==> src/rtl/pdm_pkg.sv <==
// Shared types and constants for the PCM downmix and peak block.
// No dependencies; imported by every module under rtl/.
`timescale 1ns / 1ps

package pdm_pkg;

    localparam int MAX_CHANNELS = 8;
    localparam int SUM_W        = 35;                 // signed frame sum
    localparam int DIV_STEPS    = SUM_W;              // one quotient bit a cycle
    localparam int DIV_CNT_W    = $clog2(DIV_STEPS);
    localparam int CNT_W        = 4;                  // channel_count width
    localparam int SB_W         = 3;                  // sample_bytes width

    localparam logic [SB_W-1:0]  SB_RESET  = 3'd2;
    localparam logic [CNT_W-1:0] CC_RESET  = 4'd1;
    localparam logic [CNT_W-1:0] CC_MAX    = 4'(MAX_CHANNELS);

    // register map index (paddr[2])
    localparam logic REG_SAMPLE_BYTES  = 1'b0;
    localparam logic REG_CHANNEL_COUNT = 1'b1;

    typedef struct packed {
        logic [SB_W-1:0]  sample_bytes;
        logic [CNT_W-1:0] channel_count;
    } t_cfg;

    typedef struct packed {
        logic             start;
        logic [SUM_W-1:0] dividend;   // magnitude
        logic [CNT_W-1:0] divisor;
    } t_div_req;

    typedef struct packed {
        logic             busy;
        logic             done;
        logic [31:0]      quotient;   // |sum|/cc never exceeds 2^31
    } t_div_rsp;

endpackage

==> src/rtl/pcm_downmix_peak_core.sv <==
// Top level: byte-serial PCM unpack, channel downmix and buffer peak tracking.
// Depends on pdm_pkg, pdm_regs, pdm_div.
`timescale 1ns / 1ps

// Usage
//  - Input stream: one raw PCM byte per item on i_s_axis_tdata, tlast marks the
//    last byte of a buffer. Little endian signed samples, channels interleaved.
//  - Output stream: one item per completed frame and one per buffer end (both
//    at once when the last byte closes a frame). tdata = {peak_level, mono_sample},
//    tuser = {peak_valid, sample_valid}; fields not flagged read zero.
//  - Config: sample_bytes at 0x0, channel_count at 0x4. These are to be written
//    only while idle; that is up to the user, as the block has no check for it.
//  - A byte that ends neither frame nor buffer leaves tready high; a buffer-end
//    byte without a frame passes the emit state. A frame-closing byte runs the
//    divider, one quotient bit a cycle over the 35-bit sum, then emits the result.
//  - The block takes one item at a time; it is not ready while a frame divides.
//  - A full output register does not block intake: a new byte is accepted while
//    a result waits. Only a second result with the register still full stalls
//    the sequencer, which then holds tready low.
//  - Reset (synchronous, active low) clears framing, peak, output and registers
//    (sample_bytes 2, channel_count 1).

module pcm_downmix_peak_core
    import pdm_pkg::*;
(
    input  logic        i_clk,
    input  logic        i_rst_n,
    // input stream
    input  logic        i_s_axis_tvalid,
    output logic        o_s_axis_tready,
    input  logic [7:0]  i_s_axis_tdata,   // [7:0] data_byte
    input  logic        i_s_axis_tlast,   // last_byte
    // output stream
    output logic        o_m_axis_tvalid,
    input  logic        i_m_axis_tready,
    output logic [63:0] o_m_axis_tdata,   // [31:0] mono_sample, [63:32] peak_level
    output logic [1:0]  o_m_axis_tuser,   // [0] sample_valid, [1] peak_valid
    // config
    input  logic        psel,
    input  logic        penable,
    input  logic        pwrite,
    input  logic [2:0]  paddr,
    input  logic [31:0] pwdata,
    output logic [31:0] prdata,
    output logic        pready
);

    typedef enum logic [1:0] {
        ST_IDLE,
        ST_DIV,
        ST_EMIT
    } t_state;

    t_cfg     cfg;
    t_div_req div_req;
    t_div_rsp div_rsp;

    t_state           r_state;
    logic [23:0]      r_gather;
    logic [1:0]       r_byte_idx;
    logic [2:0]       r_chan_idx;
    logic [SUM_W-1:0] r_sum;
    logic [31:0]      r_peak;
    logic             r_neg;
    logic             r_last;
    logic             r_sv;
    logic [31:0]      r_mono;
    // output register
    logic             r_out_valid;
    logic [31:0]      r_out_mono;
    logic [31:0]      r_out_peak;
    logic             r_out_sv;
    logic             r_out_pv;

    pdm_regs u_regs (
        .i_clk   (i_clk),
        .i_rst_n (i_rst_n),
        .psel    (psel),
        .penable (penable),
        .pwrite  (pwrite),
        .paddr   (paddr),
        .pwdata  (pwdata),
        .prdata  (prdata),
        .pready  (pready),
        .o_cfg   (cfg)
    );

    pdm_div u_div (
        .i_clk   (i_clk),
        .i_rst_n (i_rst_n),
        .i_req   (div_req),
        .o_rsp   (div_rsp)
    );

    // ---------------- accept-cycle datapath ----------------
    logic             accept;
    logic [CNT_W-1:0] cc_sat;
    logic             fmt_ok;
    logic             sample_done;
    logic             frame_done;
    logic [31:0]      sample_q;
    logic [SUM_W-1:0] n_sum;
    logic [SUM_W-1:0] sum_mag;
    logic [23:0]      n_gather;

    assign o_s_axis_tready = (r_state == ST_IDLE);
    assign accept          = i_s_axis_tvalid & o_s_axis_tready;

    always_comb begin
        cc_sat = (cfg.channel_count > CC_MAX) ? CC_MAX : cfg.channel_count;
        fmt_ok = (cfg.sample_bytes >= 3'd2) && (cfg.sample_bytes <= 3'd4) &&
                 (cc_sat != '0);
        // sample completes once byte index reaches sample_bytes-1 (or passed it)
        sample_done = fmt_ok && !({1'b0, r_byte_idx} < (cfg.sample_bytes - 3'd1));
        frame_done  = sample_done && (({1'b0, r_chan_idx} + 4'd1) >= cc_sat);

        // align to Q1.31; stale gathered bytes above the sample drop out
        case (cfg.sample_bytes)
            3'd2:    sample_q = {i_s_axis_tdata, r_gather[7:0], 16'h0000};
            3'd3:    sample_q = {i_s_axis_tdata, r_gather[15:0], 8'h00};
            default: sample_q = {i_s_axis_tdata, r_gather[23:0]};
        endcase

        n_sum   = r_sum + {{(SUM_W-32){sample_q[31]}}, sample_q};
        sum_mag = n_sum[SUM_W-1] ? (SUM_W'(0) - n_sum) : n_sum;

        case (r_byte_idx)
            2'd0:    n_gather = r_gather | {16'h0000, i_s_axis_tdata};
            2'd1:    n_gather = r_gather | {8'h00, i_s_axis_tdata, 8'h00};
            default: n_gather = r_gather | {i_s_axis_tdata, 16'h0000};
        endcase
    end

    assign div_req.start    = accept & frame_done;
    assign div_req.dividend = sum_mag;
    assign div_req.divisor  = cc_sat;

    // ---------------- divider result ----------------
    logic [31:0] quo_mag;
    assign quo_mag = div_rsp.quotient;

    logic out_free;
    logic out_load;
    assign out_free = !r_out_valid || i_m_axis_tready;
    assign out_load = (r_state == ST_EMIT) && out_free;

    // ---------------- sequencer ----------------
    always_ff @(posedge i_clk) begin
        if (!i_rst_n) begin
            r_state     <= ST_IDLE;
            r_gather    <= '0;
            r_byte_idx  <= '0;
            r_chan_idx  <= '0;
            r_sum       <= '0;
            r_peak      <= '0;
            r_neg       <= 1'b0;
            r_last      <= 1'b0;
            r_sv        <= 1'b0;
            r_mono      <= '0;
            r_out_valid <= 1'b0;
            r_out_mono  <= '0;
            r_out_peak  <= '0;
            r_out_sv    <= 1'b0;
            r_out_pv    <= 1'b0;
        end else begin
            if (r_out_valid && i_m_axis_tready && !out_load) begin
                r_out_valid <= 1'b0;
            end

            case (r_state)
                ST_IDLE: begin
                    if (accept) begin
                        r_last <= i_s_axis_tlast;
                        r_sv   <= frame_done;
                        r_mono <= '0;
                        if (i_s_axis_tlast) begin
                            // buffer end: partial sample/frame is dropped
                            r_gather   <= '0;
                            r_byte_idx <= '0;
                            r_chan_idx <= '0;
                            r_sum      <= '0;
                        end else if (sample_done) begin
                            r_gather   <= '0;
                            r_byte_idx <= '0;
                            if (frame_done) begin
                                r_chan_idx <= '0;
                                r_sum      <= '0;
                            end else begin
                                r_chan_idx <= r_chan_idx + 3'd1;
                                r_sum      <= n_sum;
                            end
                        end else if (fmt_ok) begin
                            r_gather   <= n_gather;
                            r_byte_idx <= r_byte_idx + 2'd1;
                        end
                        if (frame_done) begin
                            r_neg   <= n_sum[SUM_W-1];
                            r_state <= ST_DIV;
                        end else if (i_s_axis_tlast) begin
                            r_state <= ST_EMIT;
                        end
                    end
                end

                ST_DIV: begin
                    if (div_rsp.done) begin
                        r_mono <= r_neg ? (32'd0 - quo_mag) : quo_mag;
                        if (quo_mag > r_peak) begin
                            r_peak <= quo_mag;
                        end
                        r_state <= ST_EMIT;
                    end
                end

                ST_EMIT: begin
                    if (out_free) begin
                        r_out_valid <= 1'b1;
                        r_out_mono  <= r_mono;
                        r_out_sv    <= r_sv;
                        r_out_peak  <= r_last ? r_peak : 32'd0;
                        r_out_pv    <= r_last;
                        if (r_last) begin
                            r_peak <= '0;
                        end
                        r_state <= ST_IDLE;
                    end
                end

                default: r_state <= ST_IDLE;
            endcase
        end
    end

    assign o_m_axis_tvalid = r_out_valid;
    assign o_m_axis_tdata  = {r_out_peak, r_out_mono};
    assign o_m_axis_tuser  = {r_out_pv, r_out_sv};

    // ---------------- assertions ----------------
    a_div_only_in_div: assert property (@(posedge i_clk) disable iff (!i_rst_n)
        div_rsp.done |-> (r_state == ST_DIV))
        else $error("divider finished outside the divide state");

    a_no_empty_result: assert property (@(posedge i_clk) disable iff (!i_rst_n)
        o_m_axis_tvalid |-> (o_m_axis_tuser[0] || o_m_axis_tuser[1]))
        else $error("result item carries neither sample nor peak");

    a_unflagged_zero: assert property (@(posedge i_clk) disable iff (!i_rst_n)
        o_m_axis_tvalid |-> ((o_m_axis_tuser[0] || o_m_axis_tdata[31:0] == 32'd0) &&
                             (o_m_axis_tuser[1] || o_m_axis_tdata[63:32] == 32'd0)))
        else $error("unflagged output field not zero");

    a_peak_range: assert property (@(posedge i_clk) disable iff (!i_rst_n)
        r_peak <= 32'h8000_0000)
        else $error("peak magnitude above full scale");

    a_start_idle_div: assert property (@(posedge i_clk) disable iff (!i_rst_n)
        div_req.start |-> !div_rsp.busy)
        else $error("divider restarted while busy");

endmodule

==> src/rtl/pdm_regs.sv <==
// APB-style configuration registers: sample_bytes and channel_count.
// Depends on pdm_pkg.
`timescale 1ns / 1ps

module pdm_regs
    import pdm_pkg::*;
(
    input  logic        i_clk,
    input  logic        i_rst_n,
    input  logic        psel,
    input  logic        penable,
    input  logic        pwrite,
    input  logic [2:0]  paddr,
    input  logic [31:0] pwdata,
    output logic [31:0] prdata,
    output logic        pready,
    output t_cfg        o_cfg
);

    logic [SB_W-1:0]  r_sample_bytes;
    logic [CNT_W-1:0] r_channel_count;
    logic             wr_en;

    assign pready = 1'b1;
    assign wr_en  = psel & penable & pwrite & pready;

    always_ff @(posedge i_clk) begin
        if (!i_rst_n) begin
            r_sample_bytes  <= SB_RESET;
            r_channel_count <= CC_RESET;
        end else if (wr_en) begin
            case (paddr[2])
                REG_SAMPLE_BYTES:  r_sample_bytes  <= pwdata[SB_W-1:0];
                REG_CHANNEL_COUNT: r_channel_count <= pwdata[CNT_W-1:0];
                default: ;
            endcase
        end
    end

    always_comb begin
        case (paddr[2])
            REG_SAMPLE_BYTES:  prdata = {{(32-SB_W){1'b0}}, r_sample_bytes};
            REG_CHANNEL_COUNT: prdata = {{(32-CNT_W){1'b0}}, r_channel_count};
            default:           prdata = '0;
        endcase
    end

    assign o_cfg.sample_bytes  = r_sample_bytes;
    assign o_cfg.channel_count = r_channel_count;

endmodule

==> src/rtl/pdm_div.sv <==
// Restoring divider, one quotient bit per cycle, unsigned magnitude / channel count.
// Depends on pdm_pkg.
`timescale 1ns / 1ps

module pdm_div
    import pdm_pkg::*;
(
    input  logic     i_clk,
    input  logic     i_rst_n,
    input  t_div_req i_req,
    output t_div_rsp o_rsp
);

    logic                 r_busy;
    logic                 r_done;
    logic [DIV_CNT_W-1:0] r_cnt;
    logic [SUM_W-1:0]     r_work;     // dividend bits out the top, quotient in
    logic [CNT_W-1:0]     r_rem;      // always below the divisor
    logic [CNT_W-1:0]     r_divisor;

    logic [CNT_W:0] trial;
    logic           fits;

    assign trial = {r_rem, r_work[SUM_W-1]};
    assign fits  = trial >= {1'b0, r_divisor};

    always_ff @(posedge i_clk) begin
        if (!i_rst_n) begin
            r_busy <= 1'b0;
            r_done <= 1'b0;
            r_cnt  <= '0;
        end else begin
            r_done <= 1'b0;
            if (i_req.start) begin
                r_busy    <= 1'b1;
                r_cnt     <= '0;
                r_work    <= i_req.dividend;
                r_rem     <= '0;
                r_divisor <= i_req.divisor;
            end else if (r_busy) begin
                r_rem  <= fits ? CNT_W'(trial - {1'b0, r_divisor}) : trial[CNT_W-1:0];
                r_work <= {r_work[SUM_W-2:0], fits};
                r_cnt  <= r_cnt + 1'b1;
                if (r_cnt == DIV_CNT_W'(DIV_STEPS - 1)) begin
                    r_busy <= 1'b0;
                    r_done <= 1'b1;
                end
            end
        end
    end

    assign o_rsp.busy     = r_busy;
    assign o_rsp.done     = r_done;
    assign o_rsp.quotient = r_work[31:0];

endmodule

==> config.mk <==
export PLATFORM = sky130hd
export DESIGN_NAME = pcm_downmix_peak_core
export DESIGN_NICKNAME = d
export VERILOG_FILES = /design/src/rtl/pdm_pkg.sv /design/src/rtl/pcm_downmix_peak_core.sv /design/src/rtl/pdm_regs.sv /design/src/rtl/pdm_div.sv
export SDC_FILE = /design/constraint.sdc
export NUM_CORES = 1
export LEC_CHECK = 0
export BUFFER_PORTS_ARGS = -buffer_cell sky130_fd_sc_hd__buf_4
export CORE_MARGIN = 4
export CORE_UTILIZATION = 40
export CTS_BUF_LIST = sky130_fd_sc_hd__clkbuf_4 sky130_fd_sc_hd__clkbuf_8
export DETAILED_ROUTE_END_ITERATION = 10
export GPL_ROUTABILITY_DRIVEN = 0
export PLACE_DENSITY_LB_ADDON = 0.3
export SLEW_MARGIN = 25
export SYNTH_ARGS = -nofsm -noshare
export SYNTH_HDL_FRONTEND = slang
export SYNTH_SLANG_ARGS = --single-unit
==> constraint.sdc <==
create_clock -name i_clk -period 7.05 [get_ports i_clk]
set_clock_uncertainty 0.05 [all_clocks]
set_input_delay 1.0575 -clock i_clk [delete_from_list [all_inputs] [get_ports i_clk]]
set_output_delay 1.0575 -clock i_clk [all_outputs]
set_load 0.005 [all_outputs]
==> results of run 1 <==
==> critical path: stages, from the launching register on <==
cell,delay (ps)
dfxtp_1,400
inv_1,110
ha_1,320
o21bai_1,160
buf_4,250
and2_1,210
ha_1,230
fa_1,270
a21o_1,210
a221oi_4,110
or4_1,520
o2111ai_2,200
nand2_1,120
o211a_1,270
o21ai_4,360
nand2_1,470
or3_1,480
o21ai_1,270
==> per-layer routing <==
metal  up-vias  GRT usage
li1       6451          -
met1      6130     0.2645
met2       305     0.3068
met3        51    0.03180
met4         0    0.05179
met5         -          0
==> Yosys cell counts, types with 31 or more instances <==
library cell	count
a21boi_0	90
ha_1	88
a21oi_1	66
clkbuf_1	85
buf_4	31
a22oi_1	61
mux2i_1	41
nand2_1	305
xnor2_1	47
nor2b_1	70
edfxtp_1	43
inv_1	61
nand3_1	76
xor2_1	43
o21ai_0	89
dfxtp_1	215
nor2_1	86
==> cells by family (layout without fill, tap and decap cells) <==
group / Yosys count / in the layout / share of synthesized area
compound gates: 445 / 445 / 0.2042
flops: 258 / 258 / 0.3669
fa+ha+maj: 90 / 90 / 0.07482
mux: 43 / 43 / 0.02839
simple gates: 689 / 689 / 0.2167
other cells: 2 / 29 / 0.0004924
buf+inv: 190 / 260 / 0.05579
xor+xnor: 91 / 91 / 0.05275
==> worst max-delay path by stage <==
stage | startpoint | to | slack, ps | cells after the start
2_1_floorplan | u_regs.r_sample_bytes[0]$_SDFFE_PN0P_ | u_div.r_rem[0]$_SDFFCE_PP0P_ | 1670 | 10
6_report | u_regs.r_sample_bytes[0]$_SDFFE_PN0P_ | u_div.r_work[34]$_DFFE_PP_ | 1790 | 17
4_1_cts | u_regs.r_sample_bytes[0]$_SDFFE_PN0P_ | u_div.r_work[34]$_DFFE_PP_ | 1740 | 17
3_5_place_dp | u_regs.r_sample_bytes[0]$_SDFFE_PN0P_ | u_div.r_work[34]$_DFFE_PP_ | 1810 | 17
3_3_place_gp | u_regs.r_sample_bytes[0]$_SDFFE_PN0P_ | u_div.r_work[34]$_DFFE_PP_ | 1890 | 17
5_1_grt | u_regs.r_sample_bytes[0]$_SDFFE_PN0P_ | u_div.r_work[34]$_DFFE_PP_ | 1360 | 17
==> power by group <==
part           internal, uW  switching (uW)
registers              1540            51.9
logic                   194             350
clock network           826             660
==> through the flow <==
step	hold WS (ps)	instances	total power, uW	instance area, um^2
6_report	413.7	2416	3628	17230
5_1_grt	430.2	2416	3808	17230
4_1_cts	418.7	2416	3672	17230
3_5_place_dp	407.1	2328	2168	16240
3_3_place_gp	401.4	2328	2158	16240
2_1_floorplan	386.6	1835	2028	15350
==> cell type report <==
| cell class | count | area, um^2 | share of cell area |
|---|---|---|---|
| multi-input combinational | 1387 | 8947 | 0.5193 |
| inverter | 61 | 229.0 | 0.01329 |
| timing repair buffer | 111 | 833.3 | 0.04836 |
| clock buffer | 64 | 812.0 | 0.04713 |
| sequential | 258 | 5595 | 0.3247 |
| tap | 511 | 639.4 | 0.03711 |
| clock inverter | 24 | 173.9 | 0.01009 |
==> state kept, by name, summed over array words and instances, names as in the netlist, 4 cells and up <==
| signal | flops |
|---|---|
| u_regs.r_channel_count | 4 |
| u_div.r_rem | 4 |
| r_peak | 32 |
| r_sum | 35 |
| u_div.r_divisor | 4 |
| u_div.r_cnt | 6 |
| r_gather | 24 |
| r_mono | 32 |
| u_div.r_work | 35 |
| r_out_peak | 32 |
| r_out_mono | 32 |
==> flow_metrics.env, run 1 <==
export IMPL_outcome="complete, no violations"
export IMPL_drt_wl_total_mm=40.43
export IMPL_numCtsBuffers=47
export IMPL_pin_count=152
export IMPL_met3WireLength_mm=2.082
export IMPL_async_flop_share=0
export IMPL_route_met2_wl_mm=18.60
export IMPL_cts_htree_levels=2
export IMPL_leakage_uw=0.006451
export IMPL_dpl_hpwl_mm=29.71
export IMPL_routedWlPerCell_um=16.73
export IMPL_finalMaxSlewViolations=0
export IMPL_hold_end="r_out_peak[12]$_SDFFE_PN0P_"
export IMPL_finalNetCount=2007
export IMPL_syn_area_mm2=0.01525
export IMPL_worstSetupPathType="register to register"
export IMPL_cts_resized=0
export IMPL_worst_setup_path_start_kind="register"
export IMPL_maxCapViolCount=0
export IMPL_clk_latency_ps=620
export IMPL_grt_max_degree=95
export IMPL_grt_pass1_vias=12278
export IMPL_cp_arrival_ps=5600
export IMPL_drcViolationCount=0
export IMPL_grt_overflow=0
export IMPL_cp_data_required_time_ps=7390
export IMPL_first_pass_iters=7
export IMPL_worst_hold_path_type="register to register"
export IMPL_min_period_ps=5262
export IMPL_ys_flop_type="dfxtp_1"
export IMPL_worst_pin_slew_ps=863.8
export IMPL_rsz0062_at_grt="no"
export IMPL_cts_sinks=258
export IMPL_setup_viol=0
export IMPL_final_antenna_net_count=0
export IMPL_core_mm2=0.03767
export IMPL_setup_tns_ps=0
export IMPL_synth_top_area_frac=0.2822
export IMPL_min_from="r_out_peak[12]$_SDFFE_PN0P_"
export IMPL_rrSetupSlack_ps=1790
export IMPL_initial_core_util=0.4049
export IMPL_die_w_um=203.3
export IMPL_min_path_cells=2
export IMPL_final_cell_mix="nand2_1, dfxtp_1, buf_4"
export IMPL_fin_ws_ps=1788
export IMPL_drive_above_1_share=0.1176
export IMPL_ir_drop_mv=0.1292
export IMPL_routed_top_layer="met4"
export IMPL_worstRegToRegCells=17
export IMPL_final_common_cell="nand2_1"
export IMPL_synth_cells=1808
export IMPL_cp_max_fo=24
export IMPL_worst_setup_path_end_kind="register"
export IMPL_clkSlewWorstSetupHoldPaths_ps=60
export IMPL_track_usage=0.1899
export IMPL_die_h_um=203.3
export IMPL_avgSynthCellArea_um2=8.435
export IMPL_portBuffers=92
export IMPL_cts_max_path_buffers=3
export IMPL_cts_root_buf="clkbuf_8"
export IMPL_slew_limit_headroom=0.4233
export IMPL_syn2layout_area_growth_pct=12.98
export IMPL_synth_seq_cells=258
export IMPL_synth_top_area_cell="dfxtp_1"
export IMPL_yosysWarnings=0
export IMPL_antenna_found_initial=0
export IMPL_synth_edf_count=43
export IMPL_fillers=3718
export IMPL_hold_violations=0
export IMPL_final_util=0.4574
export IMPL_die_area_mm2=0.04131
export IMPL_rows=71
export IMPL_drt_iter0_drc=813
export IMPL_ys_seq_area_frac=0.3669
export IMPL_postCtsSetupRepairBufs=0
export IMPL_period_share=0.7464
export IMPL_ctsHoldBuffers=0
export IMPL_vias_per_cell=5.355
export IMPL_cts_tree="built"
export IMPL_synth_area_top_cells="dfxtp_1, edfxtp_1, nand2_1"
export IMPL_grt_pass1_wl_mm=65.33
export IMPL_power_density_mw_per_mm2=210.5
export IMPL_rr_endpoint="u_div.r_work[34]$_DFFE_PP_"
export IMPL_num_vias=12937
export IMPL_netlist_cell_type_count=80
export IMPL_max_freq_ghz=0.1900
export IMPL_rr_startpoint="u_regs.r_sample_bytes[0]$_SDFFE_PN0P_"
export IMPL_pre_cts_slack_ps=1814
export IMPL_wl_met1_mm=19.00
export IMPL_n_antenna_cell=0
No activity file was read; power rests on OpenSTA's default activity.
==> run 2, diff against run 1 <==
- clock period: 7.05 -> 5.4 ns (I/O delays scaled with it)
==> run 2 against run 1 <==
Compared with the run above: sequential power increased by 31%; wire length increased by 1.5%; clock power increased by 30%; non-clock buffer count increased by 26; via count increased by 0.55%; core utilization increased by 0.53 points; sequential cell count unchanged; final cell count increased by 0.87%.
==> flow_metrics.env, run 2 (synthesis results as in run 1) <==
export IMPL_first_pass_iters=5
export IMPL_routed_top_layer="met4"
export IMPL_leakage_uw=0.006594
export IMPL_die_w_um=203.3
export IMPL_slowest_stage="fa_1"
export IMPL_worstPathCellList="ha_1 > o21bai_1 > and2_1 > ha_1 > fa_1 > a21o_1 > a221o_1 > a31oi_1 > a21oi_1 > o211a_1 > a311oi_1 > buf_4 > nand4b_1 > buf_4 > a2111oi_4 > nor3_1 > o31a_1"
export IMPL_worstRegToRegCells=17
export IMPL_rr_startpoint="u_regs.r_sample_bytes[0]$_SDFFE_PN0P_"
export IMPL_antenna_found_initial=0
export IMPL_power_density_mw_per_mm2=273.0
export IMPL_die_area_mm2=0.04131
export IMPL_grt_pass1_wl_mm=66.64
export IMPL_worst_setup_path_start_kind="register"
export IMPL_worst_hold_path_type="primary input to register"
export IMPL_postCtsSetupRepairBufs=0
export IMPL_wl_met1_mm=18.97
export IMPL_grt_pass1_vias=12613
export IMPL_rows=71
export IMPL_cts_sinks=258
export IMPL_placed_area_mm2=0.01645
export IMPL_final_antenna_net_count=0
export IMPL_max_stage_delay_ps=450
export IMPL_hold_violations=0
export IMPL_syn2layout_area_growth_pct=14.29
export IMPL_met3WireLength_mm=2.150
export IMPL_regArea_mm2=0.005595
export IMPL_dp_cells=2354
export IMPL_worstSetupPathType="register to register"
export IMPL_cp_arrival_ps=5350
export IMPL_route_met2_wl_mm=18.98
export IMPL_die_h_um=203.3
export IMPL_portBuffers=92
export IMPL_cts_max_path_buffers=3
export IMPL_cts_resized=0
export IMPL_min_period_ps=5021
export IMPL_dpl_hpwl_mm=30.21
export IMPL_multi_input_area_mm2=0.008952
export IMPL_drive_above_1_share=0.1345
export IMPL_finalMaxSlewViolations=0
export IMPL_fillers=3738
export IMPL_drcViolationCount=0
export IMPL_clkSlewWorstSetupHoldPaths_ps=60
export IMPL_cts_tree="built"
export IMPL_rrSetupSlack_ps=380
export IMPL_ir_drop_mv=0.2204
export IMPL_slew_limit_headroom=0.4354
export IMPL_drt_wl_total_mm=41.05
export IMPL_grt_max_degree=94
export IMPL_num_vias=13008
export IMPL_finalNonFillerCells=2437
export IMPL_initial_core_util=0.4049
export IMPL_track_usage=0.1942
export IMPL_maxCapViolCount=0
export IMPL_finalNetCount=2032
export IMPL_final_cell_mix="nand2_1, dfxtp_1, buf_4"
export IMPL_setup_tns_ps=0
export IMPL_p_total_uw=4758
export IMPL_min_from="pwdata[1]"
export IMPL_ctsHoldBuffers=0
export IMPL_clk_latency_ps=620
export IMPL_core_mm2=0.03767
export IMPL_n_antenna_cell=0
export IMPL_routedWlPerCell_um=16.84
export IMPL_pin_count=152
export IMPL_cts_root_buf="clkbuf_8"
export IMPL_period_share=0.9298
export IMPL_cp_data_required_time_ps=5720
export IMPL_drt_iter0_drc=724
export IMPL_setup_viol=0
export IMPL_rr_endpoint="u_div.r_work[33]$_DFFE_PP_"
export IMPL_min_path_cells=3
export IMPL_rsz0062_at_grt="no"
export IMPL_vias_per_cell=5.338
export IMPL_fin_area_mm2=0.01743
export IMPL_outcome="complete, no violations"
export IMPL_numCtsBuffers=46
export IMPL_grt_overflow=0
export IMPL_worst_setup_path_end_kind="register"
export IMPL_cp_max_fo=10
export IMPL_top_regs="r_sum: 35 flops, u_div.r_work: 35 flops"
export IMPL_final_common_cell="nand2_1"
export IMPL_hold_end="u_regs.r_sample_bytes[1]$_SDFFE_PN1P_"
export IMPL_worst_pin_slew_ps=845.8
export IMPL_cts_htree_levels=2
export IMPL_max_freq_ghz=0.1992
==> run 2: cell count changes in the layout (fill, tap and decap cells not counted), sizes merged <==
cell    before  now
clkinv      20   10
clkbuf      64   70
bufinv       2    1
buf        111  137
==> run 2: per-layer routing <==
metal / vias up / track usage
met5: - / 0
li1: 6484 / -
met4: 0 / 0.05469
met3: 71 / 0.03387
met1: 6120 / 0.2641
met2: 333 / 0.3196
==> run 2: critical path, delay by kind of cell (launching register included) <==
| kind | cells | cell delay [ps] |
|---|---|---|
| AOI/OAI and AO/OA | 9 | 2410 |
| and+or+nand+nor | 3 | 470 |
| adders and majority gates | 3 | 1050 |
| DFF | 1 | 400 |
| buffers and inverters | 2 | 380 |
==> run 2: layout make-up <==
type                            count  share of cell area
Clock buffer                       70             0.04953
Tap cell                          511             0.03668
Timing Repair Buffer              137             0.05972
Inverter                           61             0.01314
Multi-Input combinational cell   1387              0.5136
Sequential cell                   258              0.3210
Clock inverter                     13            0.006317
==> run 2: per-stage QoR <==
step	util	worst slack (ps)	hold slack, ps
4_1_cts	0.4626	420.7	340.5
3_5_place_dp	0.4368	438.4	407.7
5_1_grt	0.4628	33.32	362.5
2_1_floorplan	-	20.41	386.6
6_report	0.4628	379.2	389.3
3_3_place_gp	0.4368	439.5	401.4
==> run 2: worst max-delay path by stage <==
stage | from | to | slack (ps) | depth (start not counted)
after CTS | u_regs.r_sample_bytes[0]$_SDFFE_PN0P_ | u_div.r_work[33]$_DFFE_PP_ | 420 | 16
after global placement | u_regs.r_sample_bytes[0]$_SDFFE_PN0P_ | u_div.r_work[34]$_DFFE_PP_ | 440 | 17
after floorplan | u_regs.r_sample_bytes[0]$_SDFFE_PN0P_ | u_div.r_rem[0]$_SDFFCE_PP0P_ | 20 | 10
final | u_regs.r_sample_bytes[0]$_SDFFE_PN0P_ | u_div.r_work[33]$_DFFE_PP_ | 380 | 17
after detailed placement | u_regs.r_sample_bytes[0]$_SDFFE_PN0P_ | u_div.r_work[33]$_DFFE_PP_ | 440 | 16
after global routing | u_regs.r_sample_bytes[0]$_SDFFE_PN0P_ | u_div.r_work[33]$_DFFE_PP_ | 30 | 15
==> run 2: power breakdown <==
group / total (uW) / switching [uW] / internal (uW)
Combinational: 742 / 465 / 276
Clock: 1930 / 855 / 1080
Sequential: 2090 / 69.5 / 2020
Total: 4760 / 1390 / 3370
